--- config.mk ---
export PLATFORM = sky130hd
export DESIGN_NAME = clipped_transformed_2bpp_blitter
export DESIGN_NICKNAME = d
export VERILOG_FILES = /design/src/cbtb_pkg.sv /design/src/cbtb_fifo.sv /design/src/cbtb_front.sv /design/src/cbtb_back.sv /design/src/clipped_transformed_2bpp_blitter.sv
export SDC_FILE = /design/constraint.sdc
export NUM_CORES = 1
export LEC_CHECK = 0
export ABC_AREA = 1
export ABC_CLOCK_PERIOD_IN_PS = 4200
export BUFFER_PORTS_ARGS = -buffer_cell sky130_fd_sc_hd__buf_2
export CAP_MARGIN = 10
export CORE_MARGIN = 5
export CORE_UTILIZATION = 60
export CTS_CLUSTER_DIAMETER = 120
export CTS_CLUSTER_SIZE = 10
export DETAILED_ROUTE_END_ITERATION = 7
export GPL_TIMING_DRIVEN = 1
export PLACE_DENSITY = 0.81
export REMOVE_ABC_BUFFERS = 1
export SLEW_MARGIN = 5
export SYNTH_ARGS = -nofsm -noshare
export SYNTH_HDL_FRONTEND = slang
export SYNTH_SLANG_ARGS = --single-unit
--- constraint.sdc ---
create_clock -name clock -period 4.2 [get_ports clock]
set_clock_uncertainty 0.2 [all_clocks]
set_input_delay 0.21 -clock clock [delete_from_list [all_inputs] [get_ports clock]]
set_output_delay 0.21 -clock clock [all_outputs]
set_load 0.02 [all_outputs]
--- src/cbtb_pkg.sv ---
// ----------------------------------------------------------------------------
// cbtb_pkg
// Shared types and constants of the clipped 2bpp blitter: register map,
// configuration bundle, pixel work item and result item.
// ----------------------------------------------------------------------------
package cbtb_pkg;

   typedef enum logic [2:0] {
      REG_DEST_X     = 3'd0,
      REG_DEST_Y     = 3'd1,
      REG_SRC_WIDTH  = 3'd2,
      REG_SRC_HEIGHT = 3'd3,
      REG_MODE       = 3'd4,
      REG_PALETTE    = 3'd5
   } reg_index_type;

   // mode register bits
   localparam int MODE_SWAP  = 0;
   localparam int MODE_REV_X = 1;
   localparam int MODE_REV_Y = 2;
   localparam int MODE_TRANS = 3;

   localparam logic [1:0] LAST_SLOT = 2'd3;   // fourth index of a byte

   typedef struct packed {
      logic signed [11:0] dest_x;
      logic signed [11:0] dest_y;
      logic [7:0]         src_width;
      logic [7:0]         src_height;
      logic [3:0]         mode;
      logic [31:0]        palette;
   } cfg_type;

   // one source pixel, classified by the front end
   typedef struct packed {
      logic [1:0] ix;
      logic [7:0] sx;
      logic [7:0] sy;
      logic       last;
      logic       done;
   } pix_type;

   typedef struct packed {
      logic [12:0] write_address;
      logic [7:0]  pixel_value;
      logic        write_enable;
      logic        last_of_byte;
      logic        blit_done;
   } rsp_type;

endpackage

--- src/cbtb_fifo.sv ---
// ----------------------------------------------------------------------------
// cbtb_fifo
// Small register queue with push/full and pop/empty; head shown while not
// empty.
// ----------------------------------------------------------------------------
module cbtb_fifo #(
   parameter int WIDTH = 8,
   parameter int DEPTH = 2
) (
   input  logic             clock,
   input  logic             reset,
   input  logic             push,
   input  logic [WIDTH-1:0] push_data,
   output logic             full,
   input  logic             pop,
   output logic [WIDTH-1:0] pop_data,
   output logic             empty
);

   localparam int PW = (DEPTH > 1) ? $clog2(DEPTH) : 1;
   localparam int CW = $clog2(DEPTH + 1);
   localparam logic [PW-1:0] PTR_LAST = PW'(DEPTH - 1);
   localparam logic [CW-1:0] CNT_FULL = CW'(DEPTH);

   logic [WIDTH-1:0] mem_ff [DEPTH];
   logic [PW-1:0]    wr_ptr_ff, wr_ptr_in;
   logic [PW-1:0]    rd_ptr_ff, rd_ptr_in;
   logic [CW-1:0]    count_ff, count_in;
   logic             do_push, do_pop;

   assign full     = (count_ff == CNT_FULL);
   assign empty    = (count_ff == '0);
   assign pop_data = mem_ff[rd_ptr_ff];
   assign do_push  = push && !full;
   assign do_pop   = pop && !empty;

   always_comb begin
      wr_ptr_in = wr_ptr_ff;
      rd_ptr_in = rd_ptr_ff;
      count_in  = count_ff;
      if (do_push) begin
         wr_ptr_in = (wr_ptr_ff == PTR_LAST) ? '0 : wr_ptr_ff + 1'b1;
      end
      if (do_pop) begin
         rd_ptr_in = (rd_ptr_ff == PTR_LAST) ? '0 : rd_ptr_ff + 1'b1;
      end
      if (do_push && !do_pop) begin
         count_in = count_ff + 1'b1;
      end else if (do_pop && !do_push) begin
         count_in = count_ff - 1'b1;
      end
   end

   always_ff @(posedge clock) begin
      if (reset) begin
         wr_ptr_ff <= '0;
         rd_ptr_ff <= '0;
         count_ff  <= '0;
      end else begin
         wr_ptr_ff <= wr_ptr_in;
         rd_ptr_ff <= rd_ptr_in;
         count_ff  <= count_in;
      end
   end

   always_ff @(posedge clock) begin
      if (do_push) begin
         mem_ff[wr_ptr_ff] <= push_data;
      end
   end

endmodule

--- src/cbtb_front.sv ---
// ----------------------------------------------------------------------------
// cbtb_front
// Takes source bytes, walks their four indices against the source column and
// row counters and emits one pixel work item per cycle while q_full is low.
// ----------------------------------------------------------------------------
module cbtb_front (
   input  logic              clock,
   input  logic              reset,
   input  cbtb_pkg::cfg_type cfg,
   input  logic              push,
   input  logic [7:0]        src_byte,
   output logic              full,
   input  logic              q_full,
   output logic              q_push,
   output cbtb_pkg::pix_type q_item
);

   logic       busy_ff, busy_in;
   logic [7:0] byte_ff, byte_in;
   logic [1:0] slot_ff, slot_in;
   logic [7:0] column_ff, column_in;
   logic [7:0] row_ff, row_in;

   logic       emit, row_end, blit_end, last, free, accept;
   logic [7:0] col_inc, column_nx, row_nx, shifted;
   logic [8:0] row_inc;

   always_comb begin
      emit     = busy_ff && !q_full;
      shifted  = byte_ff << {slot_ff, 1'b0};
      col_inc  = column_ff + 8'd1;
      row_end  = (col_inc >= cfg.src_width);
      row_inc  = {1'b0, row_ff} + 9'd1;
      blit_end = (row_inc >= {1'b0, cfg.src_height});
      last     = row_end || (slot_ff == cbtb_pkg::LAST_SLOT);

      column_nx = column_ff;
      row_nx    = row_ff;
      if (emit) begin
         column_nx = row_end ? 8'd0 : col_inc;
         if (row_end) begin
            row_nx = blit_end ? 8'd0 : row_inc[7:0];
         end
      end

      free   = !busy_ff || (emit && last);
      full   = !free;
      accept = push && free;

      busy_in   = busy_ff;
      byte_in   = byte_ff;
      slot_in   = slot_ff;
      column_in = column_nx;
      row_in    = row_nx;
      if (accept) begin
         byte_in = src_byte;
         slot_in = 2'd0;
         // a column left beyond a shrunken width restarts the row
         column_in = (column_nx >= cfg.src_width) ? 8'd0 : column_nx;
         busy_in   = (cfg.src_width != 8'd0);
      end else if (emit) begin
         slot_in = slot_ff + 2'd1;
         busy_in = !last;
      end

      q_push      = emit;
      q_item.ix   = shifted[7:6];
      q_item.sx   = column_ff;
      q_item.sy   = row_ff;
      q_item.last = last;
      q_item.done = row_end && blit_end;
   end

   always_ff @(posedge clock) begin
      if (reset) begin
         busy_ff   <= 1'b0;
         column_ff <= '0;
         row_ff    <= '0;
      end else begin
         busy_ff   <= busy_in;
         column_ff <= column_in;
         row_ff    <= row_in;
      end
   end

   always_ff @(posedge clock) begin
      byte_ff <= byte_in;
      slot_ff <= slot_in;
   end

endmodule

--- src/cbtb_back.sv ---
// ----------------------------------------------------------------------------
// cbtb_back
// Two-stage pixel pipe: transform and offset, then clip, address and palette
// lookup. Stalls when the result queue is full while stage 1 holds a pixel.
// ----------------------------------------------------------------------------
module cbtb_back #(
   parameter int FB_WIDTH  = 128,
   parameter int FB_HEIGHT = 64
) (
   input  logic              clock,
   input  logic              reset,
   input  cbtb_pkg::cfg_type cfg,
   input  cbtb_pkg::pix_type q_item,
   input  logic              q_empty,
   output logic              q_pop,
   input  logic              out_full,
   output logic              out_push,
   output cbtb_pkg::rsp_type out_item
);

   localparam logic signed [12:0] FB_W_S     = 13'(FB_WIDTH);
   localparam logic signed [12:0] FB_H_S     = 13'(FB_HEIGHT);
   localparam logic [12:0]        FB_WIDTH_LO = 13'(FB_WIDTH);

   logic               s1_valid_ff, s1_valid_in;
   logic signed [12:0] s1_col_ff, s1_col_in;
   logic signed [12:0] s1_row_ff, s1_row_in;
   logic [1:0]         s1_ix_ff, s1_ix_in;
   logic               s1_last_ff, s1_last_in;
   logic               s1_done_ff, s1_done_in;

   logic               advance, in_fb;
   logic [7:0]         sx_t, sy_t, c_src, r_src;
   logic signed [12:0] c_ext, r_ext, dx_ext, dy_ext;
   logic [12:0]        row_u, col_u;
   logic [31:0]        pal_shift;

   // stage 1: reverse, swap, add destination corner
   always_comb begin
      advance = !s1_valid_ff || !out_full;
      q_pop   = advance && !q_empty;

      sx_t = cfg.mode[cbtb_pkg::MODE_REV_X] ? (cfg.src_width - 8'd1 - q_item.sx) : q_item.sx;
      sy_t = cfg.mode[cbtb_pkg::MODE_REV_Y] ? (cfg.src_height - 8'd1 - q_item.sy) : q_item.sy;
      if (cfg.mode[cbtb_pkg::MODE_SWAP]) begin
         c_src = sy_t;
         r_src = sx_t;
      end else begin
         c_src = sx_t;
         r_src = sy_t;
      end
      c_ext  = {5'd0, c_src};
      r_ext  = {5'd0, r_src};
      dx_ext = {cfg.dest_x[11], cfg.dest_x};
      dy_ext = {cfg.dest_y[11], cfg.dest_y};

      s1_valid_in = s1_valid_ff;
      s1_col_in   = s1_col_ff;
      s1_row_in   = s1_row_ff;
      s1_ix_in    = s1_ix_ff;
      s1_last_in  = s1_last_ff;
      s1_done_in  = s1_done_ff;
      if (advance) begin
         s1_valid_in = !q_empty;
         s1_col_in   = c_ext + dx_ext;
         s1_row_in   = r_ext + dy_ext;
         s1_ix_in    = q_item.ix;
         s1_last_in  = q_item.last;
         s1_done_in  = q_item.done;
      end
   end

   // stage 2: clip, address, colour
   always_comb begin
      in_fb = !s1_col_ff[12] && (s1_col_ff < FB_W_S) &&
              !s1_row_ff[12] && (s1_row_ff < FB_H_S);
      row_u     = s1_row_ff;
      col_u     = s1_col_ff;
      pal_shift = cfg.palette >> {s1_ix_ff, 3'b000};

      out_push               = s1_valid_ff && !out_full;
      out_item.write_address = in_fb ? (row_u * FB_WIDTH_LO + col_u) : 13'd0;
      out_item.pixel_value   = pal_shift[7:0];
      out_item.write_enable  = in_fb &&
                               !(cfg.mode[cbtb_pkg::MODE_TRANS] && (s1_ix_ff == 2'd0));
      out_item.last_of_byte  = s1_last_ff;
      out_item.blit_done     = s1_done_ff;
   end

   always_ff @(posedge clock) begin
      if (reset) begin
         s1_valid_ff <= 1'b0;
      end else begin
         s1_valid_ff <= s1_valid_in;
      end
   end

   always_ff @(posedge clock) begin
      s1_col_ff  <= s1_col_in;
      s1_row_ff  <= s1_row_in;
      s1_ix_ff   <= s1_ix_in;
      s1_last_ff <= s1_last_in;
      s1_done_ff <= s1_done_in;
   end

endmodule

--- src/clipped_transformed_2bpp_blitter.sv ---
// ----------------------------------------------------------------------------
// clipped_transformed_2bpp_blitter
// Sprite blitter for 2bpp textures with flip/rotate and framebuffer clipping.
// ----------------------------------------------------------------------------
// Usage:
//   req_ side is a queue input: drive req_src_byte and raise req_push; a beat
//   is taken at a clock edge where req_full is low. Bytes come in row order,
//   four 2-bit indices each, leftmost in bits 7:6; a row starts a new byte.
//   rsp_ side is a queue output: while rsp_empty is low the oldest pixel
//   write sits on the rsp_ ports; rsp_pop takes it. Each byte gives one to
//   four pixel beats (fewer when a row ends inside the byte, none when
//   src_width is zero); last_of_byte marks the final one, blit_done the
//   last pixel of the texture.
//   csr_ port writes dest_x, dest_y, src_width, src_height, mode, palette by
//   index; write only while the block is idle.
// Timing: the front end issues one pixel per cycle while the work queue has
//   room, and takes the next byte as the last pixel of a byte is issued. A byte
//   passes the byte register, work queue, stage 1 and result queue to rsp_.
// Reset: synchronous; queues empty, counters at zero, registers at defaults.
// Stalls: rsp_pop held low backs up the result queue, the pixel pipe and the
//   work queue in turn, then raises req_full; nothing is dropped.
// ----------------------------------------------------------------------------
module clipped_transformed_2bpp_blitter #(
   parameter int FB_WIDTH  = 128,
   parameter int FB_HEIGHT = 64
) (
   input  logic        clock,
   input  logic        reset,
   // source byte queue
   input  logic        req_push,
   output logic        req_full,
   input  logic [7:0]  req_src_byte,
   // pixel write queue
   output logic        rsp_empty,
   input  logic        rsp_pop,
   output logic [12:0] rsp_write_address,
   output logic [7:0]  rsp_pixel_value,
   output logic        rsp_write_enable,
   output logic        rsp_last_of_byte,
   output logic        rsp_blit_done,
   // register writes
   input  logic        csr_write,
   input  logic [2:0]  csr_index,
   input  logic [31:0] csr_wdata
);

   cbtb_pkg::cfg_type cfg_ff, cfg_in;
   cbtb_pkg::pix_type front_item, mid_item;
   cbtb_pkg::rsp_type back_item, rsp_item;

   logic front_push, mid_full, mid_pop, mid_empty, out_push, out_full;

   always_comb begin
      cfg_in = cfg_ff;
      if (csr_write) begin
         unique case (cbtb_pkg::reg_index_type'(csr_index))
            cbtb_pkg::REG_DEST_X:     cfg_in.dest_x     = csr_wdata[11:0];
            cbtb_pkg::REG_DEST_Y:     cfg_in.dest_y     = csr_wdata[11:0];
            cbtb_pkg::REG_SRC_WIDTH:  cfg_in.src_width  = csr_wdata[7:0];
            cbtb_pkg::REG_SRC_HEIGHT: cfg_in.src_height = csr_wdata[7:0];
            cbtb_pkg::REG_MODE:       cfg_in.mode       = csr_wdata[3:0];
            cbtb_pkg::REG_PALETTE:    cfg_in.palette    = csr_wdata;
            default:                  cfg_in = cfg_ff;
         endcase
      end
   end

   always_ff @(posedge clock) begin
      if (reset) begin
         cfg_ff.dest_x     <= '0;
         cfg_ff.dest_y     <= '0;
         cfg_ff.src_width  <= 8'd8;
         cfg_ff.src_height <= 8'd8;
         cfg_ff.mode       <= '0;
         cfg_ff.palette    <= '0;
      end else begin
         cfg_ff <= cfg_in;
      end
   end

   cbtb_front u_front (
      .clock    (clock),
      .reset    (reset),
      .cfg      (cfg_ff),
      .push     (req_push),
      .src_byte (req_src_byte),
      .full     (req_full),
      .q_full   (mid_full),
      .q_push   (front_push),
      .q_item   (front_item)
   );

   cbtb_fifo #(
      .WIDTH ($bits(cbtb_pkg::pix_type)),
      .DEPTH (2)
   ) u_work_q (
      .clock     (clock),
      .reset     (reset),
      .push      (front_push),
      .push_data (front_item),
      .full      (mid_full),
      .pop       (mid_pop),
      .pop_data  (mid_item),
      .empty     (mid_empty)
   );

   cbtb_back #(
      .FB_WIDTH  (FB_WIDTH),
      .FB_HEIGHT (FB_HEIGHT)
   ) u_back (
      .clock    (clock),
      .reset    (reset),
      .cfg      (cfg_ff),
      .q_item   (mid_item),
      .q_empty  (mid_empty),
      .q_pop    (mid_pop),
      .out_full (out_full),
      .out_push (out_push),
      .out_item (back_item)
   );

   cbtb_fifo #(
      .WIDTH ($bits(cbtb_pkg::rsp_type)),
      .DEPTH (2)
   ) u_rsp_q (
      .clock     (clock),
      .reset     (reset),
      .push      (out_push),
      .push_data (back_item),
      .full      (out_full),
      .pop       (rsp_pop),
      .pop_data  (rsp_item),
      .empty     (rsp_empty)
   );

   assign rsp_write_address = rsp_item.write_address;
   assign rsp_pixel_value   = rsp_item.pixel_value;
   assign rsp_write_enable  = rsp_item.write_enable;
   assign rsp_last_of_byte  = rsp_item.last_of_byte;
   assign rsp_blit_done     = rsp_item.blit_done;

endmodule

; ---- Yosys cells after proc, flatten, opt, wreduce, memory -nomap -nowiden
; Memories as Yosys holds them, arrays and structs flattened. A register that Yosys moved wholly into a read port is not among the register bits.
; Index checks and enable logic that the tools add are counted.
[word_totals]
wordCells = 138
output_inout_bits = 26
ramBits = 88
inputBits = 48
mem_count = 2
reg_bits = 142
[op_classes]
eq_ne = 8
n_reduce_logical = 52
n_mux = 28
n_shift = 2
add_sub_neg = 18
order_cmp = 5
[mem_list]
columns = name, words, width, read_ports, rd_clocked_by_memory_dff, wr, line_no
row1 = u_rsp_q.mem_ff, 2, 24, 1, 1, 1, cbtb_fifo.sv:25  ; logic [WIDTH-1:0] mem_ff [DEPTH];
row2 = u_work_q.mem_ff, 2, 20, 1, 1, 1, cbtb_fifo.sv:25
[ops]
columns = cell, count
row1 = 8-bit two-way mux, 9
row2 = 32-bit by 5-bit right shift with 8-bit output, 1
row3 = 9-bit by 12-bit adder with 13-bit output, 2
row4 = 1-bit logical AND, 19
row5 = 8-bit greater-or-equal comparator, 2
row6 = 8-bit by 1-bit subtractor with 8-bit output (second input constant), 2
row7 = 8-bit subtractor, 2
row8 = 1-bit zero test, 15
row9 = 1-bit two-way mux, 14
row10 = 2-bit AND reduction, 7
row11 = 13-bit adder, 1
row12 = 13-bit by 8-bit < comparator with 1-bit output (second input constant), 1
row13 = 13-bit by 9-bit < comparator with 1-bit output (second input constant), 1
row14 = 13-bit two-way mux, 1
row15 = 8-bit by 1-bit adder with 9-bit output (second input constant), 1
row16 = 9-bit by 8-bit greater-or-equal comparator with 1-bit output, 1
row17 = 8-bit by 1-bit adder with 8-bit output (second input constant), 1
row18 = 2-bit two-way mux, 4
row19 = 8-bit nonzero test, 1
row20 = 8-bit by 3-bit left shift with 8-bit output, 1
row21 = 2-bit by 1-bit adder with 2-bit output (second input constant), 3
row22 = 2-bit equality test (second input constant), 3
row23 = 3-bit by 2-bit equality test with 1-bit output (second input constant), 2
row24 = 3-bit equality test (second input constant), 2
row25 = 7 further kinds, 17

; ---- Depth between registers and ports, before layout
; Gate-level depths: netlist of run 1.
[depth]
depth_word = 8
mapped_depth = 24
ltp_nobuf = 23

; ---- Hierarchy
; A second synthesis of run 1 with hierarchy kept.
[unflattened]
hier_cells = 1494
hier_area_um2 = 12608.3
[by_module_without_submodules]
columns = module, cells_per_inst, area_each_um2, instances, seq_area_each_um2
row1 = cbtb_back, 496, 3520.9, 1, 920.9
row2 = clipped_transformed_2bpp_blitter, 459, 3085.5, 1, 1521.5
row3 = cbtb_front, 328, 2222.1, 1, 620.6
row4 = cbtb_fifo at u_rsp_q, 112, 2090.8, 1, 1541.5
row5 = cbtb_fifo at u_work_q, 99, 1689.1, 1, 1301.2

; ---- Least setup slack after synthesis of run 1
; Ideal clock, no wire load.
[synth_path]
path_type = reg-to-reg
from = reg with a tool-made name
to = reg u_back.s1_row_ff[11] (netlist: u_back.row_u[11]) (data pin)
arrival_ns = 2.910
slack_ns = 0.828
synth_period_minus_slack_ns = 3.372
required_ns = 3.738
path_buffers = 1
setup_time_ns = 0.262
stages_incl_launch_ff = 20
path_cell_list = dfxtp_1 buf_6 mux2i_1 ha_1 inv_1 fa_1 nor2_1 o21ai_0 nand2_1 xnor2_1 mux2i_1 nand2_1 nand2_1 ha_1 a21oi_1 nor2_1 nand3b_1 nand2_1 a21oi_1 xor2_1
[synth_rtl]
columns = element, line_no
row1 = end signal: assignment, cbtb_back.sv:100  ; s1_row_ff <= s1_row_in;
row2 = end: declaration, cbtb_back.sv:27  ; logic signed [12:0] s1_row_ff, s1_row_in;

==> results list, run 1 <==
- The worst setup path is launched from a flip-flop.
- The endpoint identified for the worst register-to-register timing path is u_back.row_u[12]$_DFFE_PN_.
- Max stage delay cell, worst path: ha_1
- # nets final: 1512
- Worst Path Max Fanout: 8
- In the final timing run, aggregate negative setup slack is 0 ns.
- Comb power frac: between 30% and 40%
* Dominant cell type by count on the critical path: nand2_1
* Post-route fraction of the period consumed by the critical path: between 90% and 100%
* Post-synth design cell area: between 0.01 and 0.015 mm²
- The pre-antenna-repair detailed-routing pass consisted of 5 iterations.
- Most common flop cell mapped by yosys: edfxtp_1
* Die extent in y: around 150 µm
- CTS buffer count: 27
* Largest net degree at the start of global routing: 63
- Among cell families on the critical path, the largest total delay comes from adder cells.
- Delay of the slowest critical-path stage: 0.42 ns
- Initial DRC Count: 748
* Buffers on Ports: 73
- Routability-driven placement finished with a final weighted congestion of approximately 0.9.
* Switching power summed over all nets: roughly 2600 µW
- Synth warnings: 0
- The count of nets left with antenna violations once routing finished came out at 0.
- For this run, design rule violations remaining after detail routing come to 0.
- The die covers 0.02227 mm².
- Via density per instance: 5.463
- Once the floorplan was initialized, standard cells occupied about three fifths of the core.
- By startpoint and endpoint, the worst setup path is classified as reg2reg.
- The number of antenna violations at the first check in global routing came to 1.
- TritonCTS clock tree: done
- Total global routing track utilization: roughly a quarter
- Each instance of the synthesized netlist takes up on average 9.139 µm².
- Together, buffers and inverters on the worst path number 3.
- Area of the placeable core: between 0.015 and 0.02 mm²
- STA classifies the critical path endpoint as a flip-flop.
- Setup violations remaining at the end of the flow were counted as 0.
- For the pin with the worst max-slew slack, the measured transition is roughly 1.2 ns.
* Total leakage power: 0.006064 µW
* WP data required: about 4.3 ns
- Number of global-route vias before repair: 8927
- The worst pin sits at a relative slew slack of around 19%.
* Dominant cell by count in the synthesized netlist: nor2_1
- Count of standard-cell rows: ~50
- Deepest level of the CTS H-tree: 1
- In this run, flip-flops and latches consume about two fifths of the power.
* Global-route wire length before repair: about 44 mm
- Count of cells along the worst register-to-register path: 18
- Unique cell type count in the Yosys netlist: 50
* Clock transition at the register clock pins on the worst setup and hold paths after CTS: 0.06 ns
- After synthesis, the largest family of logic cells by area is simple AND/OR/NAND/NOR gates.
* Filler cells: between 1k and 1.5k
- In the synthesized netlist, the number of instances is roughly 1.3k.
- The path with the worst hold slack has its endpoint at cfg_ff[39]$_SDFFE_PP1P_.
- Internal portion of total power: 4972 µW
- Proportion of register bits with asynchronous set or reset after synthesis: 0%
* Vias: 9188
- The total overflow left after global routing is 0.
* Top post-synthesis cells by area: edfxtp_1, dfxtp_1, ha_1, nor2_1, nand2_1
* Worst path cell trace: buf_4, mux2i_1, ha_1, inv_1, fa_1, nor2_1, o21ai_0, nand2_1, inv_1, nand2_1, o21ai_0, ha_1, nand3_1, nand2_1, nand4_1, o211ai_1, nand3_1, o21a_1
* Instance count along the most critical hold path: 6
- VDD sags by at most about 0.0004 V.
* CTS Sinks: around 230
- STA puts the critical path data arrival time at 3.88 ns.
- Area fraction in compound gates after synthesis: between 10% and 20%
- Setup slack on the worst reg-to-reg path comes out at between 0.4 and 0.5 ns.
- The number of hold violations in the final report came to 0.
- Top-area cell type share of the netlist area: 32.52%
- Derived from the worst setup path, the maximum achievable clock frequency is approximately 260 MHz.
- Worst hold path startpoint: csr_write
* Routed len/inst: between 15 and 20 µm
* Synthesized flop and latch total: ~230
* Multiplexer area fraction after synthesis: 3.528%
- The tightest min-delay check is of the in2reg type.
* Top cell types by occurrence after synthesis: nor2_1, nand2_1, o21ai_0, inv_1, edfxtp_1
* Final wirelength: approximately 28 mm
- Count of boundary I/O pins: between 70 and 80
- Setup repair after global routing missed its margin: no
- Half-perimeter wire length after detailed placement: about 19 mm
- Post-synthesis share of cell area spent on xor and xnor gates: under 10%
- Clock tree root driver cell: clkbuf_16
- Sw Ratio: about 35%
- For the worst-skew pair, the clock arrives at the later sink with an insertion delay of between 0.5 and 0.6 ns.
- Summing the sequential cell areas from Yosys gives 50.76% of the chip area.
* Arithmetic-cell share of the synthesized area counting full adders, half adders and majority gates: under 10%
- For this run, the share of the core covered by cells in the final layout is a little over two thirds.
- Area growth, synth to finish: 15.77%
- Share of synthesized cell area in and, or, nand and nor gates: between 10% and 20%
- Dividing total power by cell area gives a power density of 564.9 mW/mm².
- Die extent in x: roughly 150 µm
- Yosys mapped a number of flops with a built-in enable equal to between 100 and 150.
* Final-report max-slew violation count: 0
- Cell type with the largest total area after synthesis: edfxtp_1
* Max-cap viol count: 0
* Final worst path period need: ~3.8 ns
- Of the cells placed in the final design, the portion with a size suffix greater than 1 is 12.72%.
* Result of the run: completed
- Clk pwr share: 27.5%
- The clock passes through at most 3 buffers.
-- power groups by stage --
stage | registers (µW) | logic [µW] | clock network (µW)
4_1_cts | 3150 | 2330 | 2120
6_report | 3150 | 2360 | 2090
3_5_place_dp | 3190 | 2260 | 0
5_1_grt | 3190 | 2620 | 2230
2_1_floorplan | 3140 | 1630 | 0
3_3_place_gp | 3170 | 2210 | 0
-- flip-flops by register name, indices dropped and copies added, names as in the netlist, 2 cells and up, named ones only --
| name | cells |
|---|---|
| u_back.row_u | 13 |
| u_work_q.count_ff | 2 |
| u_front.byte_ff | 8 |
| u_rsp_q.mem_ff | 48 |
| u_front.slot_ff | 2 |
| u_rsp_q.count_ff | 2 |
| u_front.column_ff | 8 |
| u_front.row_ff | 8 |
| u_work_q.mem_ff | 40 |
| cfg_ff | 76 |
| u_back.col_u | 13 |
| u_back.s1_ix_ff | 2 |
-- placed cells by master (no fill, tap or decap), types with 3 or more instances in the layout --
master and n:
buf_4 10, clkbuf_1 20, nor2_1 199, dlygate4sd3_1 48, fa_1 5, o21ai_0 129
nand3_1 51, edfxtp_1 126, mux2_2 24, buf_2 73, ha_1 64, nor3_1 4
dfxtp_1 106, mux2i_1 14, inv_2 7, o211ai_1 3, o21ai_1 4, nor2_2 9
a21o_1 3, nand3b_1 4, a21oi_1 72, nand3_2 3, o22ai_1 10, inv_1 126
o21a_1 5, a31o_2 5, nand4_1 19, xnor2_1 7, xor2_1 24, clkbuf_16 27
nand2_1 181, nand2_2 7, o21bai_1 4
-- worst reg2reg max path, stage by stage, from the launching register on --
cell,delay [ns]
dfxtp_1,0.35
buf_4,0.20
mux2i_1,0.28
ha_1,0.24
inv_1,0.07
fa_1,0.40
nor2_1,0.15
o21ai_0,0.08
nand2_1,0.08
inv_1,0.05
nand2_1,0.05
o21ai_0,0.13
ha_1,0.42
nand3_1,0.09
nand2_1,0.13
nand4_1,0.09
o211ai_1,0.15
nand3_1,0.18
o21a_1,0.20
-- per-layer routing --
metal / up-vias / GRT usage, % / part of all wire [%]
met4: 2 / 8.787 / 3.4
met1: 4264 / 29.69 / 41
met5: - / 0 / 0.072
met3: 80 / 3.464 / 5.2
li1: 4543 / - / -
met2: 299 / 44.60 / 50
-- stage by stage --
stage / setup WS [ns] / hold WS, ns / area, µm² / power, µW / std cells
floorplan: 0.4300 / 0.07907 / 11410 / 4768 / 1234
global placement: 0.5404 / 0.1861 / 12190 / 5380 / 1582
detailed placement: 0.4492 / 0.1881 / 12190 / 5453 / 1582
CTS: 0.4278 / 0.01635 / 13450 / 7602 / 1679
global route: 0.09957 / 0.08526 / 13460 / 8042 / 1680
finish: 0.4123 / 0.02848 / 13470 / 7608 / 1682
-- layout make-up --
class	instances	area, µm²	share of cell area, %
Inverter	136	513.0	3.809
Tap cell	265	331.6	2.462
Clock buffer	47	750.7	5.574
Timing Repair Buffer	132	935.9	6.949
Clock inverter	2	28.78	0.2137
Sequential cell	232	5906	43.85
Multi-Input combinational cell	866	4997	37.11
Antenna cell	2	5.005	0.03716
-- how the worst max path moves through the flow --
stage,startpoint,end,slack (ns),depth (start not counted)
2_1_floorplan,flip-flop,u_back.row_u[11]$_DFFE_PN_,0.43,18
3_3_place_gp,flip-flop,u_back.row_u[12]$_DFFE_PN_,0.54,17
4_1_cts,flip-flop,u_back.row_u[11]$_DFFE_PN_,0.43,19
3_5_place_dp,flip-flop,u_back.row_u[11]$_DFFE_PN_,0.45,19
5_1_grt,flip-flop,u_back.col_u[11]$_DFFE_PN_,0.1,19
6_report,flip-flop,u_back.row_u[12]$_DFFE_PN_,0.41,18
-- cell families (layout without fill, tap and decap cells) --
logic type                 count (synthesis)  after routing
and+or+nand+nor                          486            486
AOI/OAI and AO/OA                        241            241
DFF                                      232            232
buffers and inverters                    175            317
adders and majority gates                 69             69
muxes                                     38             38
xor gates and xnor gates                  32             32
other                                      0              2
-- what timing repair did --
action                                  4_1_cts  5_1_grt
gates resized for setup                       0        0
hold buffers                                 48        0
endpoints found under the hold margin       107        0
endpoints found under the setup margin        0        0
setup buffers                                 0        0
(Power assumes the default switching activity.)
==> inputs of run 2 (changes only) <==
- GPL_ROUTABILITY_DRIVEN: not set -> 0
- RECOVER_POWER: not set -> 100
- REMOVE_ABC_BUFFERS: 1 -> not set
==> run 2 against run 1 <==
Effect of this change: the flow now finishes with violations (max-capacitance violations, max-slew violations); first-iteration DRC count increased by 12%; flip-flop and latch count stayed put; sequential share of layout area rose by 0.38 points; non-clock buffer count is 1 lower; setup slack worse by 0.072 ns; die area unchanged; via count is 1.6% higher; worst hold slack got worse by 0.018 ns; global-route usage grew 0.093 points.
==> results list, run 2 (synthesized netlist as in run 1, its figures left out) <==
* Result of the run: complete, but fails checks (was completed)
- The checks that failed: max-capacitance violations, max-slew violations.
* Leftover overflow at the end of global routing: 0 (unchanged)
- The reported leakage power is 0.005967 µW (was 0.006064 µW).
- The final non-filler cell area was 0.01335 mm² (was 0.01347 mm²).
- Buffers on Ports: 73 (unchanged)
- The area of combinational cells with multiple inputs came to 0.004954 mm² (was 0.004997 mm²).
- Clock tree root driver cell: clkbuf_16 (unchanged)
- Worst setup path startpoint: u_front.column_ff[0]$_SDFF_PP0_
- Count of boundary I/O pins: 74 (unchanged)
- The post-place setup slack is 0.4162 ns (was 0.4492 ns).
- Setup repair after global routing missed its margin: no (unchanged).
- The number of hold violations in the final report is 0 (unchanged).
* Final-report setup violation count: 0 (unchanged)
- The number of buffers on the longest clock path came to 3 (unchanged).
- The core region area is 0.01927 mm² (unchanged).
- The top register by number of flip-flops is cfg_ff (unchanged).
* Final worst path period need: 3.860 ns (was 3.788 ns)
- Storage cell area: 0.005906 mm² (unchanged)
- Post-Place Cells: 1581 (was 1582)
* Data arrival at the endpoint of the critical path: 4.09 ns (was 3.88 ns)
- Count of antenna-violating nets left after detailed routing: 0 (unchanged)
- Reg-to-Reg End: u_front.column_ff[1]$_SDFF_PP0_ (was u_back.row_u[12]$_DFFE_PN_)
- Area of placed instances: 0.01218 mm² (was 0.01219 mm²)
* # Post-CTS Setup Buffers: 0 (unchanged)
- Die extent in x: 149.2 µm (unchanged)
* Largest registers ranked by flip-flop count: cfg_ff: 76 flops, u_rsp_q.mem_ff: 48 flops, u_work_q.mem_ff: 40 flops (unchanged)
- The period utilization is 91.90% (was 90.18%).
- The number of DRC markers after the initial detailed-route iteration came to 838 (was 748).
* CTS buffer count: 27 (unchanged)
- Largest net degree at the start of global routing: 76 (was 63)
- The clock transition at the registers of the reported paths came to 0.06 ns (about the same).
- The share of post-route cells with drive strength above 1 came to 9.470% (was 12.72%).
- The vias after detailed routing came to 9339 (was 9188).
- The most common cell after layout, fill and taps aside is nor2_1 (unchanged).
* Max-cap viol count: 3 (was 0)
* Die extent in y: 149.2 µm (unchanged)
- Routed len/inst: 16.41 µm (was 16.52 µm)
- The sort of element at the end of the critical path is a flip-flop (unchanged).
- The via count of the first global-routing pass was 8929 (was 8927).
* WP data required: 4.43 ns (was 4.29 ns)
- The clock latency of the later-clocked register in the worst-skew pair was 0.54 ns (was 0.53 ns).
* Startpoint of the most critical register-to-register path: u_front.column_ff[0]$_SDFF_PP0_
- The type of the tightest min-delay check is in2reg (unchanged).
- Startpoint-to-endpoint class of the critical path: reg2reg (unchanged)
* Post-cts gate resize count: 0 (unchanged)
- # nets final: 1511 (was 1512)
- Filler cells: 1456 (was 1431)
* Count of cells along the worst register-to-register path: 21 (was 18)
- The global routing usage summed across all routing layers was 24.63% (was 24.53%).
- The worst max-slew margin expressed relative to the limit came to -33.35% (was 18.57%).
- Final wirelength: 27.58 mm (was 27.78 mm)
- The post-detailed-placement half-perimeter wirelength came to 18.48 mm (was 18.65 mm).
- Final-report max-slew violation count: 122 (was 0)
* Count of antenna diodes in the layout: 0 (was 2)
- Worst Path Max Fanout: 12 (was 8)
* Worst voltage drop across the vdd grid: 0.0004853 V (was 0.0003894 V)
* Deepest level of the CTS H-tree: 1 (unchanged)
* Setup Total Neg Slack: 0 ns (unchanged)
- The slew at the pin with the worst max-slew slack was 2.000 ns (was 1.220 ns).
- The worst-case setup margin in the final layout was 0.3403 ns (was 0.4123 ns).
- The clock tree from TritonCTS was done (unchanged).
* Initial cell density of the core: 60.37% (unchanged)
* Total iterations of the first detailed-routing run: 5 (unchanged)
* Flip-flop count of the largest register, all copies and words added: 76 (unchanged)
- Type of origin of the critical path: flip-flop (unchanged)
* Via density per instance: 5.559 (was 5.463)
- The termination of the worst setup path is u_front.column_ff[1]$_SDFF_PP0_ (was u_back.row_u[12]$_DFFE_PN_).
- Antenna violations before repair: 0 (was 1)
- Area growth, synth to finish: 14.78% (was 15.77%)
* Final Instance Count excl. Fillers: 1680 (was 1682)
- The number of nets handed over by synthesis was roughly 1.4k.
* Quantity of hold-fixing buffers added after cts: 47 (was 48)
- The power density over the cells was 565.3 mW/mm² (was 564.9 mW/mm²).
* Global-route wire length before repair: 44.45 mm (was 43.75 mm)
- Flop2flop setup slack: 0.34 ns (was 0.41 ns)
- Commonest cells after routing, fill and taps aside: nor2_1, nand2_1, o21ai_0 (unchanged)
- The DRC violation count after routing was 0 (unchanged).
* Floorplan die area: 0.02227 mm² (unchanged)
* Fmax achieved: 259.1 MHz (was 264.0 MHz)
* CTS Sinks: 232 (unchanged)
* Count of standard-cell rows: 51 (unchanged)
run 2: worst min-delay path by stage:
stage               startpoint                            to  slack, ns  cells past startpoint
2_1_floorplan  req_src_byte[0]  u_front.byte_ff[0]$_DFFE_PP_       0.11                      0
3_3_place_gp   req_src_byte[7]  u_front.byte_ff[7]$_DFFE_PP_       0.19                      1
3_5_place_dp   req_src_byte[6]  u_front.byte_ff[6]$_DFFE_PP_       0.19                      1
4_1_cts              csr_write       cfg_ff[35]$_SDFFE_PP0P_      0.005                      5
5_1_grt              csr_write       cfg_ff[35]$_SDFFE_PP0P_       0.07                      5
6_report             csr_write       cfg_ff[35]$_SDFFE_PP0P_       0.01                      5
run 2: worst max-delay path, stage by stage (launching register included):
cell     delay [ns]
dfxtp_1        0.45
ha_1           0.26
nand4_1        0.13
nor2_1         0.14
xor2_1         0.21
inv_1          0.07
ha_1           0.27
nand2_1        0.06
a21oi_1        0.16
nor2_2         0.06
nand3_1        0.25
nand2_4        0.20
nand2_1        0.16
inv_1          0.05
ha_1           0.30
nand2_1        0.08
nor2_1         0.15
nand4_1        0.09
nand3_1        0.11
nand3_2        0.18
nand2_1        0.11
inv_1          0.04
run 2: per-layer routing:
metal / part of all wire (%) / track usage (%) / up-vias
li1: - / - / 4550
met1: 42 / 32.16 / 4357
met2: 49 / 43.00 / 357
met3: 6.0 / 3.130 / 75
met4: 3.2 / 7.506 / 0
met5: 0 / 0 / -
run 2: stage by stage:
stage / hold WS [ns] / utilization (%) / power [µW]
2_1_floorplan: 0.1089 / - / 4828
3_3_place_gp: 0.1863 / 63.21 / 5350
3_5_place_dp: 0.1881 / 63.21 / 5440
4_1_cts: 0.004614 / 69.71 / 7570
5_1_grt: 0.07473 / 69.29 / 7997
6_report: 0.01079 / 69.29 / 7549
run 2: report_power, final:
group / total [µW] / leakage [µW] / switching [µW] / internal (µW)
logic: 2280 / 0.00349 / 1470 / 810
registers: 3160 / 0.00210 / 253 / 2910
clock network: 2100 / 0.000372 / 889 / 1210
run 2: final cells by class:
type	instances	area share, %
inverters	136	3.842
multi-input cells	866	37.10
clock inverters	2	0.2155
flip-flops and latches	232	44.23
clock buffers	48	5.650
well taps	265	2.483
repair buffers	131	6.484
==> inputs of run 3 (changes only) <==
- CTS_BUF_LIST: not set -> sky130_fd_sc_hd__clkbuf_16
==> run 3 against run 2 <==
Effect of this change: the flow still finishes with violations (max-capacitance violations, max-slew violations); count of clock-buffer cells in the layout is 21 lower; non-clock buffer count unchanged; maximum frequency is 0.43% lower; register-to-register slack got worse by 0.02 ns; critical path depth is the same; wire length increased by 0.16%; combinational power about the same; design area unchanged; global-route usage barely moved; first-iteration DRC count down 5.3%; flip-flop and latch count stayed put.
==> results list, run 3 (synthesized netlist as in run 1, its figures left out) <==
- The via count of the first global-routing pass is 8932 (was 8929).
- The number of sinks handled by clock tree synthesis is 232 (unchanged).
- The cell type of the slowest stage on the worst timing path is dfxtp_1 (unchanged).
- The fraction of power spent switching nets was 34.91% (was 34.65%).
* Flip-flop count of the largest register, all copies and words added: 76 (unchanged)
* Half-perimeter wire length after detailed placement: 18.48 mm (unchanged)
- The count of hold-fix buffers inserted at cts is 47 (unchanged).
- Transition at the pin with the smallest max-transition slack: 1.977 ns (was 2.000 ns)
- The maximum net fanout on the critical path came to 12 (unchanged).
- The count of nets left with antenna violations after detail routing came to 0 (unchanged).
- Result of the run: complete, but fails checks (unchanged).
- The endpoint of the worst-slack reg-to-reg timing path is u_front.column_ff[1]$_SDFF_PP0_ (unchanged).
- Buffers on Ports: 73 (unchanged)
- Total global routing track utilization: 24.64% (was 24.63%)
- The data arrival time of the critical path came to 4.11 ns (was 4.09 ns).
* Final worst path period need: 3.877 ns (was 3.860 ns)
- Floorplan die area: 0.02227 mm² (unchanged)
* Max-cap viol count: 3 (unchanged)
- The delay contributed by the slowest stage of the critical path came to 0.45 ns (about the same).
- Sum of internal, switching and leakage power: 7499 µW (was 7549 µW)
* Total iterations of the first detailed-routing run: 8 (was 5)
* Worst voltage drop across the vdd grid: 0.0004790 V (was 0.0004853 V)
* Post-route fraction of the period consumed by the critical path: 92.30% (was 91.90%)
- The worst-case setup margin in the final layout came to 0.3235 ns (was 0.3403 ns).
- Leftover overflow at the end of global routing: 0 (unchanged)
* Flop2flop setup slack: 0.32 ns (was 0.34 ns)
- Switching power summed over all nets: 2618 µW (was 2615 µW)
* Type of origin of the critical path: flip-flop (unchanged)
* Syn_nets: 1390 (unchanged)
- The number of setup violations in the final report is 0 (unchanged).
* Die extent in y: 149.2 µm (unchanged)
* Longest Clk Path Bufs: 3 (unchanged)
* Setup repair after global routing missed its margin: no (unchanged)
- Final wirelength: 27.62 mm (was 27.58 mm)
* # nets final: 1511 (unchanged)
- The initial cell density of the core came to 60.37% (unchanged).
* Vias: 9342 (was 9339)
* Via density per instance: 5.561 (was 5.559)
* Routed len/inst: 16.44 µm (was 16.41 µm)
- The worst max-slew margin expressed relative to the limit came to -31.78% (was -33.35%).
* Pre-CTS setup slack: 0.4162 ns (unchanged)
- Internal portion of total power: 4881 µW (was 4933 µW)
* Number of endpoints with negative hold slack in the final report: 0 (unchanged)
- Comb power frac: 30.4% (was 30.3%)
* Clk pwr share: 27.4% (was 27.9%)
- The most common cell after layout, fill and taps aside is nor2_1 (unchanged).
- The sequential share of power was 42.2% (was 41.9%).
* Worst min-delay path class: in2reg (unchanged)
- The number of setup buffers added after CTS is 0 (unchanged).
* Worst hold path startpoint: csr_write (unchanged)
- The fmax came to 258.0 MHz (was 259.1 MHz).
- Worst path cell trace: ha_1, nand4_1, nor2_1, xor2_1, inv_1, ha_1, nand2_1, a21oi_1, nor2_2, nand3_1, nand2_4, nand2_1, inv_1, ha_1, nand2_1, nor2_1, nand4_1, nand3_1, nand3_2, nand2_1, inv_1 (unchanged).
* Deepest level of the CTS H-tree: 1 (unchanged)
- The clock transition at the registers of the reported paths is 0.06 ns (about the same).
* Count of standard-cell rows: 51 (unchanged)
- Largest net degree at the start of global routing: 76 (unchanged)
- The area growth from synthesis to final layout is 14.78% (unchanged).
- Instance count along the most critical hold path: 5 (unchanged)
* Startpoint-to-endpoint class of the critical path: reg2reg (unchanged)
- Global-route wire length before repair: 44.48 mm (was 44.45 mm)
- Dominant cell type by count on the critical path: nand2_1 (unchanged)
* Initial DRC Count: 794 (was 838)
- Startpoint of the most critical register-to-register path: u_front.column_ff[0]$_SDFF_PP0_ (unchanged)
- Largest registers ranked by flip-flop count: cfg_ff: 76 flops, u_rsp_q.mem_ff: 48 flops, u_work_q.mem_ff: 40 flops (unchanged).
- The DRC violation count after routing is 0 (unchanged).
- The clock tree from TritonCTS is done (unchanged).
- Count of cells along the worst register-to-register path: 21 (unchanged)
* CTS buffer count: 27 (unchanged)
* Power Dens Cells: 561.6 mW/mm² (was 565.3 mW/mm²)
- Final-report max-slew violation count: 122 (unchanged)
* Antenna violations before repair: 0 (unchanged)
- Hold endpoint: cfg_ff[35]$_SDFFE_PP0P_ (unchanged)
- Share of cells above drive strength 1: 9.470% (unchanged)
* Commonest cells after routing, fill and taps aside: nor2_1, nand2_1, inv_1 (was nor2_1, nand2_1, o21ai_0)
* Area of the placeable core: 0.01927 mm² (unchanged)
- The sort of element at the end of the critical path is a flip-flop (unchanged).
- The number of gates given a new drive strength after cts came to 0 (unchanged).
* Setup Total Neg Slack: 0 ns (unchanged)
- The clock latency of the later-clocked register in the worst-skew pair is 0.53 ns (was 0.54 ns).
- The data required time at the worst endpoint came to 4.43 ns (about the same).
- Count of antenna diodes in the layout: 0 (unchanged)
- Die extent in x: 149.2 µm (unchanged)
- Count of boundary I/O pins: 74 (unchanged)
- The buffer cell driving the clock tree root is clkbuf_16 (unchanged).
* Total leakage power: 0.006054 µW (was 0.005967 µW)
* Violations in the final reports: max-capacitance violations, max-slew violations (unchanged)
- The top register by number of flip-flops is cfg_ff (unchanged).
==> run 3: cell types whose count changed in the layout (fill, tap and decap cells not counted) <==
cell / previous run / this run
clkbuf_1: 51 / 30
inv_1: 131 / 152
==> run 3: area by class of cell <==
| type | instances | area (µm²) |
|---|---|---|
| multi-input cells | 866 | 4954 |
| well taps | 265 | 331.6 |
| clock buffers | 27 | 675.6 |
| clock inverters | 23 | 107.6 |
| fillers | 1456 | 5918 |
| inverters | 136 | 513.0 |
| flip-flops and latches | 232 | 5906 |
| repair buffers | 131 | 865.8 |
==> run 3: power by group through the flow <==
stage          Combinational, µW  Clock, µW  Sequential [µW]
4_1_cts                     2300       2070             3160
6_report                    2280       2060             3160
2_1_floorplan               1750          0             3080
3_3_place_gp                2170          0             3180
3_5_place_dp                2240          0             3200
5_1_grt                     2560       2190             3200
==> run 3: layer usage <==
metal	wire [µm]	vias to the layer above	GRT usage (%)
li1	-	4552	-
met1	11560	4374	32.18
met2	13630	343	43.02
met3	1575	73	3.130
met4	851	0	7.506
met5	0	-	0
==> run 3: critical path, delay by kind of cell, from the launching register on <==
| kind | cells | cell delay (ns) |
|---|---|---|
| adders and majority gates | 3 | 0.84 |
| and+or+nand+nor | 13 | 1.73 |
| AOI/OAI and AO/OA | 1 | 0.16 |
| buffers and inverters | 3 | 0.17 |
| DFF | 1 | 0.45 |
| xor gates and xnor gates | 1 | 0.22 |
==> run 3: worst max-delay path by stage <==
| stage | start | to | slack, ns | cells past startpoint |
|---|---|---|---|---|
| final | u_front.column_ff[0]$_SDFF_PP0_ | u_front.column_ff[1]$_SDFF_PP0_ | 0.32 | 21 |
| after CTS | flip-flop | u_back.col_u[12]$_DFFE_PN_ | 0.40 | 17 |
| after global placement | flip-flop | u_back.row_u[12]$_DFFE_PN_ | 0.52 | 17 |
| after detailed placement | flip-flop | u_back.col_u[12]$_DFFE_PN_ | 0.42 | 17 |
| after floorplan | flip-flop | u_back.row_u[11]$_DFFE_PN_ | 0.83 | 19 |
| after global routing | flip-flop | u_back.row_u[12]$_DFFE_PN_ | 0.05 | 17 |
==> run 3: metrics by stage <==
step	instances	hold slack, ns	utilization (%)	cell area, µm²
floorplan	1273	0.1089	-	11630
global placement	1581	0.1863	63.21	12180
detailed placement	1581	0.1881	63.21	12180
CTS	1678	0.004520	69.71	13430
global route	1680	0.07445	69.29	13350
finish	1680	0.02008	69.29	13350
